## src/design/sme_pkg.sv

```systemverilog
// Shared types and constants for the stack machine execute unit.
package sme_pkg;

  localparam int STACK_ENTRIES_DEF = 64;
  localparam int WORD_W            = 32;

  // Decoded operation classes handed from the front end to the back end.
  typedef enum logic [3:0] {
    OP_ADD,
    OP_SUB,
    OP_MUL,
    OP_DIV,
    OP_PUSH,
    OP_POP,
    OP_DUPE,
    OP_LOAD,
    OP_STORE,
    OP_JUMP,
    OP_IFZERO,
    OP_NOP
  } op_t;

  typedef enum logic [2:0] {
    ERR_OK        = 3'd0,
    ERR_DIV_ZERO  = 3'd1,
    ERR_UNDERFLOW = 3'd2,
    ERR_OVERFLOW  = 3'd3,
    ERR_BAD_INDEX = 3'd4,
    ERR_HALTED    = 3'd5
  } err_t;

  typedef struct packed {
    logic [3:0]               command;
    logic signed [WORD_W-1:0] argument;
  } in_item_t;

  typedef struct packed {
    logic signed [WORD_W-1:0] top_value;
    logic signed [WORD_W-1:0] popped_value;
    logic                     branch_taken;
    logic signed [WORD_W-1:0] branch_offset;
    logic [6:0]               stack_depth;
    logic [2:0]               error_code;
  } out_item_t;

  typedef struct packed {
    op_t               op;
    logic [WORD_W-1:0] arg;
  } dec_item_t;

  typedef struct packed {
    logic              start;
    logic [WORD_W-1:0] dividend;
    logic [WORD_W-1:0] divisor;
  } div_req_t;

  typedef struct packed {
    logic              busy;
    logic [WORD_W-1:0] quotient;
  } div_rsp_t;

endpackage

```

## src/design/sme_front.sv

```systemverilog
// Front end: accepts instructions, decodes the command and queues them for execution.
module sme_front import sme_pkg::*; (
  input  logic      clk,
  input  logic      rst_n,
  input  logic      in_valid,
  output logic      in_stall,
  input  in_item_t  in_item,
  output logic      q_valid,
  output dec_item_t q_item,
  input  logic      q_pop
);

  localparam logic [3:0] CMD_ADD    = 4'd0;
  localparam logic [3:0] CMD_SUB    = 4'd1;
  localparam logic [3:0] CMD_MUL    = 4'd2;
  localparam logic [3:0] CMD_DIV    = 4'd3;
  localparam logic [3:0] CMD_PUSH   = 4'd4;
  localparam logic [3:0] CMD_POP    = 4'd5;
  localparam logic [3:0] CMD_DUPE   = 4'd6;
  localparam logic [3:0] CMD_LOAD   = 4'd7;
  localparam logic [3:0] CMD_STORE  = 4'd8;
  localparam logic [3:0] CMD_JUMP   = 4'd9;
  localparam logic [3:0] CMD_IFZERO = 4'd10;

  dec_item_t  queue_r [2];
  logic       wr_ptr_r, wr_ptr_nxt;
  logic       rd_ptr_r, rd_ptr_nxt;
  logic [1:0] count_r, count_nxt;
  logic       push;
  op_t        dec_op;

  always_comb begin
    unique case (in_item.command)
      CMD_ADD:    dec_op = OP_ADD;
      CMD_SUB:    dec_op = OP_SUB;
      CMD_MUL:    dec_op = OP_MUL;
      CMD_DIV:    dec_op = OP_DIV;
      CMD_PUSH:   dec_op = OP_PUSH;
      CMD_POP:    dec_op = OP_POP;
      CMD_DUPE:   dec_op = OP_DUPE;
      CMD_LOAD:   dec_op = OP_LOAD;
      CMD_STORE:  dec_op = OP_STORE;
      CMD_JUMP:   dec_op = OP_JUMP;
      CMD_IFZERO: dec_op = OP_IFZERO;
      default:    dec_op = OP_NOP;
    endcase
  end

  assign in_stall = (count_r == 2'd2);
  assign push     = in_valid && !in_stall;
  assign q_valid  = (count_r != 2'd0);
  assign q_item   = queue_r[rd_ptr_r];

  assign wr_ptr_nxt = push ? ~wr_ptr_r : wr_ptr_r;
  assign rd_ptr_nxt = q_pop ? ~rd_ptr_r : rd_ptr_r;

  always_comb begin
    count_nxt = count_r;
    if (push && !q_pop) begin
      count_nxt = count_r + 2'd1;
    end else if (q_pop && !push) begin
      count_nxt = count_r - 2'd1;
    end
  end

  always_ff @(posedge clk) begin
    if (!rst_n) begin
      wr_ptr_r <= 1'b0;
      rd_ptr_r <= 1'b0;
      count_r  <= 2'd0;
    end else begin
      wr_ptr_r <= wr_ptr_nxt;
      rd_ptr_r <= rd_ptr_nxt;
      count_r  <= count_nxt;
    end
  end

  always_ff @(posedge clk) begin
    if (push) begin
      queue_r[wr_ptr_r] <= '{op: dec_op, arg: in_item.argument};
    end
  end

endmodule

```

## src/design/sme_div.sv

```systemverilog
// Radix-2 restoring divider for signed 32-bit division truncating toward zero.
module sme_div import sme_pkg::*; (
  input  logic     clk,
  input  logic     rst_n,
  input  div_req_t req,
  output div_rsp_t rsp
);

  logic              busy_r, busy_nxt;
  logic [4:0]        cnt_r, cnt_nxt;
  logic [WORD_W-1:0] rem_r, rem_nxt;
  logic [WORD_W-1:0] quo_r, quo_nxt;
  logic [WORD_W-1:0] den_r, den_nxt;
  logic              neg_r, neg_nxt;
  logic [WORD_W+1:0] trial;
  logic [WORD_W-1:0] mag_a, mag_b;

  assign mag_a = req.dividend[WORD_W-1] ? (~req.dividend + WORD_W'(1)) : req.dividend;
  assign mag_b = req.divisor[WORD_W-1]  ? (~req.divisor + WORD_W'(1))  : req.divisor;
  assign trial = {1'b0, rem_r, quo_r[WORD_W-1]} - {2'b00, den_r};

  always_comb begin
    busy_nxt = busy_r;
    cnt_nxt  = cnt_r;
    rem_nxt  = rem_r;
    quo_nxt  = quo_r;
    den_nxt  = den_r;
    neg_nxt  = neg_r;
    if (req.start) begin
      busy_nxt = 1'b1;
      cnt_nxt  = 5'd31;
      rem_nxt  = '0;
      quo_nxt  = mag_a;
      den_nxt  = mag_b;
      neg_nxt  = req.dividend[WORD_W-1] ^ req.divisor[WORD_W-1];
    end else if (busy_r) begin
      // The remainder stays below the divisor, so the shifted value fits in one word.
      if (!trial[WORD_W+1]) begin
        rem_nxt = trial[WORD_W-1:0];
        quo_nxt = {quo_r[WORD_W-2:0], 1'b1};
      end else begin
        rem_nxt = {rem_r[WORD_W-2:0], quo_r[WORD_W-1]};
        quo_nxt = {quo_r[WORD_W-2:0], 1'b0};
      end
      cnt_nxt = cnt_r - 5'd1;
      if (cnt_r == 5'd0) begin
        busy_nxt = 1'b0;
      end
    end
  end

  always_ff @(posedge clk) begin
    if (!rst_n) begin
      busy_r <= 1'b0;
      cnt_r  <= 5'd0;
    end else begin
      busy_r <= busy_nxt;
      cnt_r  <= cnt_nxt;
    end
  end

  always_ff @(posedge clk) begin
    rem_r <= rem_nxt;
    quo_r <= quo_nxt;
    den_r <= den_nxt;
    neg_r <= neg_nxt;
  end

  assign rsp.busy     = busy_r;
  assign rsp.quotient = neg_r ? (~quo_r + WORD_W'(1)) : quo_r;

endmodule

```

## src/design/sme_back.sv

```systemverilog
// Back end: operand stack memory, execution sequencer and result register.
module sme_back import sme_pkg::*; #(
  parameter int STACK_ENTRIES = STACK_ENTRIES_DEF
) (
  input  logic      clk,
  input  logic      rst_n,
  input  logic      q_valid,
  input  dec_item_t q_item,
  output logic      q_pop,
  output div_req_t  div_req,
  input  div_rsp_t  div_rsp,
  output logic      out_valid,
  input  logic      out_stall,
  output out_item_t out_item
);

  localparam int AW = $clog2(STACK_ENTRIES);
  localparam int DW = $clog2(STACK_ENTRIES + 1);
  localparam logic [DW-1:0] DEPTH_FULL = DW'(STACK_ENTRIES);

  typedef enum logic [1:0] {
    S_IDLE,
    S_RUN,
    S_DIV,
    S_DZ
  } state_t;

  logic [WORD_W-1:0] stack_mem [STACK_ENTRIES];
  logic [WORD_W-1:0] rd_data_r;
  logic              rd_en;
  logic [AW-1:0]     rd_addr;

  state_t            state_r;
  logic              halted_r;
  logic [DW-1:0]     depth_r;
  logic [WORD_W-1:0] top_r;
  op_t               op_r;
  logic [WORD_W-1:0] arg_r;
  logic              out_valid_r;
  out_item_t         out_item_r;

  logic [DW-1:0]     depth_p1, depth_m1, depth_m2, depth_m3;
  logic [WORD_W-1:0] lhs, rhs, arith, mul_lo;
  logic              run_div, out_free, commit;

  err_t              ex_err;
  logic              ex_wr_en;
  logic [AW-1:0]     ex_wr_addr;
  logic [WORD_W-1:0] ex_wr_data;
  logic [DW-1:0]     ex_depth;
  logic [WORD_W-1:0] ex_top;
  logic [WORD_W-1:0] ex_popped;
  logic              ex_taken;
  logic [WORD_W-1:0] ex_offset;

  assign depth_p1 = depth_r + DW'(1);
  assign depth_m1 = depth_r - DW'(1);
  assign depth_m2 = depth_r - DW'(2);
  assign depth_m3 = depth_r - DW'(3);

  assign lhs    = rd_data_r;
  assign rhs    = top_r;
  assign mul_lo = lhs * rhs;

  always_comb begin
    unique case (op_r)
      OP_ADD:  arith = lhs + rhs;
      OP_SUB:  arith = lhs - rhs;
      OP_MUL:  arith = mul_lo;
      OP_DIV:  arith = div_rsp.quotient;
      default: arith = '0;
    endcase
  end

  assign run_div  = (state_r == S_RUN) && !halted_r && (op_r == OP_DIV) &&
                    (depth_r >= DW'(2));
  assign out_free = !out_valid_r || !out_stall;
  assign commit   = out_free && (((state_r == S_RUN) && !run_div) ||
                                 ((state_r == S_DIV) && !div_rsp.busy) ||
                                 (state_r == S_DZ));

  // The top of stack is cached in top_r, so most operations need one memory read at most.
  always_comb begin
    ex_err     = ERR_OK;
    ex_wr_en   = 1'b0;
    ex_wr_addr = depth_r[AW-1:0];
    ex_wr_data = top_r;
    ex_depth   = depth_r;
    ex_top     = top_r;
    ex_popped  = '0;
    ex_taken   = 1'b0;
    ex_offset  = '0;
    if (halted_r) begin
      ex_err = ERR_HALTED;
    end else begin
      unique case (op_r)
        OP_ADD, OP_SUB, OP_MUL, OP_DIV: begin
          if (depth_r < DW'(2)) begin
            ex_err = ERR_UNDERFLOW;
          end else if (state_r == S_DZ) begin
            // Both operands are consumed; the new top was fetched from below them.
            ex_err   = ERR_DIV_ZERO;
            ex_depth = depth_m2;
            ex_top   = (depth_m2 != '0) ? rd_data_r : '0;
          end else begin
            ex_wr_en   = 1'b1;
            ex_wr_addr = depth_m2[AW-1:0];
            ex_wr_data = arith;
            ex_depth   = depth_m1;
            ex_top     = arith;
          end
        end
        OP_PUSH: begin
          if (depth_r == DEPTH_FULL) begin
            ex_err = ERR_OVERFLOW;
          end else begin
            ex_wr_en   = 1'b1;
            ex_wr_data = arg_r;
            ex_depth   = depth_p1;
            ex_top     = arg_r;
          end
        end
        OP_POP, OP_IFZERO: begin
          if (depth_r == '0) begin
            ex_err = ERR_UNDERFLOW;
          end else begin
            ex_popped = top_r;
            ex_depth  = depth_m1;
            ex_top    = (depth_r >= DW'(2)) ? rd_data_r : '0;
            if ((op_r == OP_IFZERO) && (top_r == '0)) begin
              ex_taken  = 1'b1;
              ex_offset = arg_r;
            end
          end
        end
        OP_DUPE: begin
          if (depth_r == '0) begin
            ex_err = ERR_UNDERFLOW;
          end else if (depth_r == DEPTH_FULL) begin
            ex_err = ERR_OVERFLOW;
          end else begin
            ex_wr_en = 1'b1;
            ex_depth = depth_p1;
          end
        end
        OP_LOAD: begin
          if (!(arg_r < WORD_W'(depth_r))) begin
            ex_err = ERR_BAD_INDEX;
          end else if (depth_r == DEPTH_FULL) begin
            ex_err = ERR_OVERFLOW;
          end else begin
            ex_wr_en   = 1'b1;
            ex_wr_data = rd_data_r;
            ex_depth   = depth_p1;
            ex_top     = rd_data_r;
          end
        end
        OP_STORE: begin
          if (depth_r == '0) begin
            ex_err = ERR_UNDERFLOW;
          end else if (!(arg_r < WORD_W'(depth_m1))) begin
            ex_err = ERR_BAD_INDEX;
          end else begin
            // Storing into the entry just below the old top makes it the new top.
            ex_wr_en   = 1'b1;
            ex_wr_addr = arg_r[AW-1:0];
            ex_depth   = depth_m1;
            ex_top     = (arg_r == WORD_W'(depth_m2)) ? top_r : rd_data_r;
          end
        end
        OP_JUMP: begin
          ex_taken  = 1'b1;
          ex_offset = arg_r;
        end
        default: begin
        end
      endcase
    end
  end

  assign q_pop   = (state_r == S_IDLE) && q_valid;
  assign rd_en   = q_pop || (run_div && (top_r == '0));
  assign rd_addr = !q_pop ? depth_m3[AW-1:0] :
                   (q_item.op == OP_LOAD) ? q_item.arg[AW-1:0] : depth_m2[AW-1:0];

  assign div_req.start    = run_div && (top_r != '0);
  assign div_req.dividend = lhs;
  assign div_req.divisor  = rhs;

  always_ff @(posedge clk) begin
    if (ex_wr_en && commit) begin
      stack_mem[ex_wr_addr] <= ex_wr_data;
    end
    if (rd_en) begin
      rd_data_r <= stack_mem[rd_addr];
    end
  end

  always_ff @(posedge clk) begin
    if (!rst_n) begin
      state_r     <= S_IDLE;
      halted_r    <= 1'b0;
      depth_r     <= '0;
      top_r       <= '0;
      out_valid_r <= 1'b0;
    end else begin
      if (commit) begin
        out_valid_r <= 1'b1;
        out_item_r  <= '{top_value:     ex_top,
                         popped_value:  ex_popped,
                         branch_taken:  ex_taken,
                         branch_offset: ex_offset,
                         stack_depth:   7'(ex_depth),
                         error_code:    ex_err};
        depth_r     <= ex_depth;
        top_r       <= ex_top;
        if ((ex_err != ERR_OK) && (ex_err != ERR_HALTED)) begin
          halted_r <= 1'b1;
        end
      end else if (!out_stall) begin
        out_valid_r <= 1'b0;
      end
      unique case (state_r)
        S_IDLE: begin
          if (q_valid) begin
            op_r    <= q_item.op;
            arg_r   <= q_item.arg;
            state_r <= S_RUN;
          end
        end
        S_RUN: begin
          if (run_div) begin
            state_r <= (top_r == '0) ? S_DZ : S_DIV;
          end else if (commit) begin
            state_r <= S_IDLE;
          end
        end
        S_DIV, S_DZ: begin
          if (commit) begin
            state_r <= S_IDLE;
          end
        end
        default: state_r <= S_IDLE;
      endcase
    end
  end

  assign out_valid = out_valid_r;
  assign out_item  = out_item_r;

endmodule

```

## src/design/stack_machine_execute_unit.sv

```systemverilog
// Top level of the stack machine execute unit: front end, divider and back end.
//
// Each transaction on the input channel is one decoded instruction; each produces exactly one
// result transaction. Instructions pass through a two-entry queue in the front end, then the
// back end executes them one at a time against the operand stack memory, which has a single
// read port with registered read data and a cached top of stack. Most instructions pass through
// two back-end states, S_IDLE to read the stack and S_RUN to commit. A divide waits in S_DIV
// for the quotient from a one-bit-per-cycle divider; a divide by zero goes through S_DZ instead.
// The result register lets the next instruction start while a result waits on out_stall.
// After any error other than halted, every later instruction reports halted until reset.
module stack_machine_execute_unit import sme_pkg::*; #(
  parameter int STACK_ENTRIES = STACK_ENTRIES_DEF
) (
  input  logic      clk,
  input  logic      rst_n,
  input  logic      in_valid,
  output logic      in_stall,
  input  in_item_t  in_item,
  output logic      out_valid,
  input  logic      out_stall,
  output out_item_t out_item
);

  logic      q_valid;
  dec_item_t q_item;
  logic      q_pop;
  div_req_t  div_req;
  div_rsp_t  div_rsp;

  sme_front u_front (
    .clk      (clk),
    .rst_n    (rst_n),
    .in_valid (in_valid),
    .in_stall (in_stall),
    .in_item  (in_item),
    .q_valid  (q_valid),
    .q_item   (q_item),
    .q_pop    (q_pop)
  );

  sme_div u_div (
    .clk   (clk),
    .rst_n (rst_n),
    .req   (div_req),
    .rsp   (div_rsp)
  );

  sme_back #(
    .STACK_ENTRIES (STACK_ENTRIES)
  ) u_back (
    .clk       (clk),
    .rst_n     (rst_n),
    .q_valid   (q_valid),
    .q_item    (q_item),
    .q_pop     (q_pop),
    .div_req   (div_req),
    .div_rsp   (div_rsp),
    .out_valid (out_valid),
    .out_stall (out_stall),
    .out_item  (out_item)
  );

endmodule
```

## config.mk

```make
export PLATFORM = sky130hd
export DESIGN_NAME = stack_machine_execute_unit
export DESIGN_NICKNAME = d
export VERILOG_FILES = /design/src/design/sme_pkg.sv /design/src/design/sme_front.sv /design/src/design/sme_div.sv /design/src/design/sme_back.sv /design/src/design/stack_machine_execute_unit.sv
export SDC_FILE = /design/constraint.sdc
export NUM_CORES = 2
export LEC_CHECK = 0
export BUFFER_PORTS_ARGS = -buffer_cell sky130_fd_sc_hd__buf_2
export CAP_MARGIN = 20
export CELL_PAD_IN_SITES_DETAIL_PLACEMENT = 1
export CELL_PAD_IN_SITES_GLOBAL_PLACEMENT = 1
export CORE_MARGIN = 3
export CORE_UTILIZATION = 49
export CTS_BUF_LIST = sky130_fd_sc_hd__clkbuf_2
export DETAILED_ROUTE_END_ITERATION = 10
export MAX_ROUTING_LAYER = met4
export PLACE_DENSITY_LB_ADDON = 0.1
export SLEW_MARGIN = 20
export SYNTH_ARGS = -nofsm -noshare
export SYNTH_HDL_FRONTEND = slang
export SYNTH_SLANG_ARGS = --single-unit
```

## constraint.sdc

```tcl
create_clock -name clk -period 10.6 [get_ports clk]
set_input_delay 0.53 -clock clk [delete_from_list [all_inputs] [get_ports clk]]
set_output_delay 0.53 -clock clk [all_outputs]
set_load 0.01 [all_outputs]
```

==> results.tsv <==
stage	metric	value	unit
synthesis	mux cell area share after synthesis	0.00628	
layout	synth-to-layout area growth	10.5	%
worst_setup_path	slowest stage cell on the critical path	dfxtp_1	
die	Starting Density	0.494	
timing	Post-Route Skew	0.308	ns
timing	Min Hold Slack	0.246	ns
die	die area	252000	µm²
cts	CTS Hold Bufs	120	
timing	worst slew pin tran	1.35	ns
hold_path	worst hold stages	5	
cts	CTS tree	done	
cts	Max clock buf depth	4	
placed_design	IO Port Bufs	148	
cts	# clock sinks	2446	
worst_setup_path	cell depth of the worst setup path	25	
layout	Seq. cell area	72600	µm²
cts	# H-tree levels	6	
drt	mean routed wirelength per cell	30.9	µm
timing	setup TNS	0	ns
drt	Vias	90600	
worst_setup_path	worst r2r path cells	25	
cts	clock latency on the worst-skew pair	2.10	ns
layout	fillers	25600	
placed_design	placed insts	13300	
synthesis	Mean Syn Cell Area	11.6	µm²
cts	root buffer cell	clkbuf_2	
cts	Post-CTS Resized	0	
synthesis	count leader, synth	nand2_1	
synthesis	synth top area cells	edfxtp_1, nand2_1, fa_1, nand3_1, ha_1	
die	Die H	502	µm
worst_setup_path	Setup crit start kind	flop	
synthesis	synthesized-area fraction occupied by xor and xnor cells	0.0202	
power_and_ir_drop	Power Total	44.8	mW
worst_setup_path	maximum fanout along the worst path	64	
timing	final setup fails	0	
layout	fraction of layout instances using a drive strength above 1	0.145	
synthesis	area leader, netlist	edfxtp_1	
die	die width	502	µm
worst_setup_path	cell family with most CP delay	adder cells	
global_routing	Congestion Overflow GR	0	
power_and_ir_drop	VDD IR max	558	µV
global_routing	initial antenna violation count	52	
cts	CTS buffer count	651	
die	standard-cell rows	181	
synthesis	most frequent cells after synthesis	nand2_1, edfxtp_1, clkbuf_1, nand3_1, inv_1	
global_routing	Total GRT Usage	0.364	
worst_setup_path	critical path arrival	11.38	ns
global_routing	number of global-route vias before repair	93700	
worst_setup_path	most used cell, CP	fa_1	
hold_path	hold crit path type	primary input to flop	
timing	fin. max-slew vios	0	
status	status	finished, final reports clean	
drt	# DRC	0	
synthesis	#FFs+latches synth	2446	
synthesis	area of the mapped netlist	120000	µm²
cts	setup bufs post-CTS	0	
global_routing	largest net degree at the start of global routing	141	
synthesis	Post-synth EDFFs	2360	
layout	fin nets	11500	
drt	drt via density	6.22	
timing	shortest period the worst path allows	9.87	ns
worst_setup_path	Worst Path Required	12.12	ns
timing	Final Hold Fails	0	
synthesis	post-synthesis sequential area ratio	0.603	
timing	Tcrit/Tclk final	0.931	
synthesis	adder-cell share of the synthesized area	0.0904	
global_routing	first-pass GRT wire length	648000	µm
job	maxcap violations	0	
worst_setup_path	Worst Setup Path Type	flop to flop	
synthesis	syn_nets	11000	
die	Placeable Area	244000	µm²
placed_design	hpwl dp	280000	µm
die	# IOs	149	
synthesis	top cell type's share of synthesized area	0.588	
drt	total iterations of the first detailed-routing run	6	
worst_setup_path	Buf/Inv on CP	4	
layout	Non-Filler Instances	14600	
placed_design	RePlAce Congestion	0.993	
drt	drt total wl	450000	µm
synthesis	ys flop type	edfxtp_1	
power_and_ir_drop	Leak	50.9	nW
synthesis	Synth Area in Simple Gates	0.157	
worst_setup_path	CP endpoint kind	flop	
timing	RSZ-0062 raised after global routing	false	
synthesis	Post-Syn Instances	10300	
timing	Max-slew headroom	0.103	
drt	drt first-iter violations	10200	
synthesis	largest family of logic cells by synthesized area	simple AND/OR/NAND/NOR gates	
synthesis	Post-synth ARST share	0	
synthesis	Compound-Gate Fraction of Synth Area	0.0853	
power_and_ir_drop	Pwr Density	337	nW/µm²
timing	Max Fclk	0.101	GHz
synthesis	YS warnings	0	
drt	ANT nets after route	0	
cts	Clock transition at path regs	0.12	ns
worst_setup_path	Worst path max stage delay	0.95	ns
synthesis	post-synth cell types	90	
layout	multi-input logic area	44300	µm²
==> cells in the final DEF (no fill, tap or decap), drive strengths merged, types with 23 or more instances in the layout <==
cell,Yosys,layout
a211oi,26,26
a21o,57,57
a21oi,220,220
a222oi,30,30
a22o,27,27
a311oi,265,265
a31oi,271,271
and2,378,378
and3,273,273
buf,131,466
clkbuf,578,928
clkinv,2,132
dfxtp,86,86
diode,0,41
dlygate4sd3,0,119
edfxtp,2360,2360
fa,410,410
ha,214,214
inv,471,482
mux2,37,37
mux2i,34,34
nand2,2554,2554
nand2b,25,25
nand3,563,563
nor2,241,241
nor2b,24,24
nor3,76,76
nor4,23,23
o211ai,26,26
o21a,27,27
o21ai,229,229
o221ai,38,38
o22ai,116,116
o31ai,32,32
or3,26,26
xnor2,154,154
xor2,118,118
==> power by group <==
group / internal [mW] / switching (mW)
clock network: 2.60 / 4.05
logic: 7.24 / 18.7
registers: 11.7 / 0.588
total: 21.5 / 23.3
==> per-stage QoR <==
stage               cell area, µm²  setup WS, ns   util
global route                133000         0.570  0.545
CTS                         133000         0.980  0.545
finish                      133000         0.734  0.546
detailed placement          126000          1.14  0.517
global placement            126000          1.13  0.516
floorplan                   120000         0.498      -
==> routing by layer <==
metal	part of all wire	GRT usage
met1	0.39	0.457
met2	0.47	0.566
met3	0.083	0.0673
met4	0.057	0.191
met5	0	-
==> worst min-delay path, stage by stage <==
cell,delay [ns]
dlygate4sd3_1,0.61
buf_2,0.15
dlygate4sd3_1,0.64
nand2_1,0.14
a2111oi_0,0.11
==> kinds of logic after synthesis <==
| family | after synthesis |
|---|---|
| simple gates | 4255 |
| flops | 2446 |
| compound gates | 1496 |
| buf+inv | 1182 |
| fa+ha+maj | 624 |
| xor+xnor | 274 |
| mux | 71 |
==> flip-flops by register name (all words and copies together), names as in the netlist, 32 cells and up, named ones only <==
signal and flops:
u_back.arg_r 32, u_back.lhs 32, u_back.out_item 107, u_back.rhs 32, u_back.stack_mem 2048, u_div.den_r 32, u_div.quo_r 32, u_div.rem_r 32
u_front.queue_r 72
==> final timing paths <==
path                          startpoint                       end  slack [ns]
hold reg to reg   u_front.queue_r[1][18]          u_back.arg_r[18]        0.46
setup / recovery           u_back.rhs[5]  u_back.stack_mem[46][31]        0.73
setup reg to reg           u_back.rhs[5]  u_back.stack_mem[46][31]        0.73
hold / removal                 out_stall         u_back.state_r[0]        0.25
==> cell type report <==
cell class,instances,share of cell area
sequential,2446,0.546
multi-input combinational,6720,0.333
timing repair buffer,585,0.0353
clock buffer,928,0.0349
tap,3202,0.0301
inverter,473,0.0133
clock inverter,160,0.00729
antenna,41,0.000771
No activity file was read; power rests on OpenSTA's default activity.
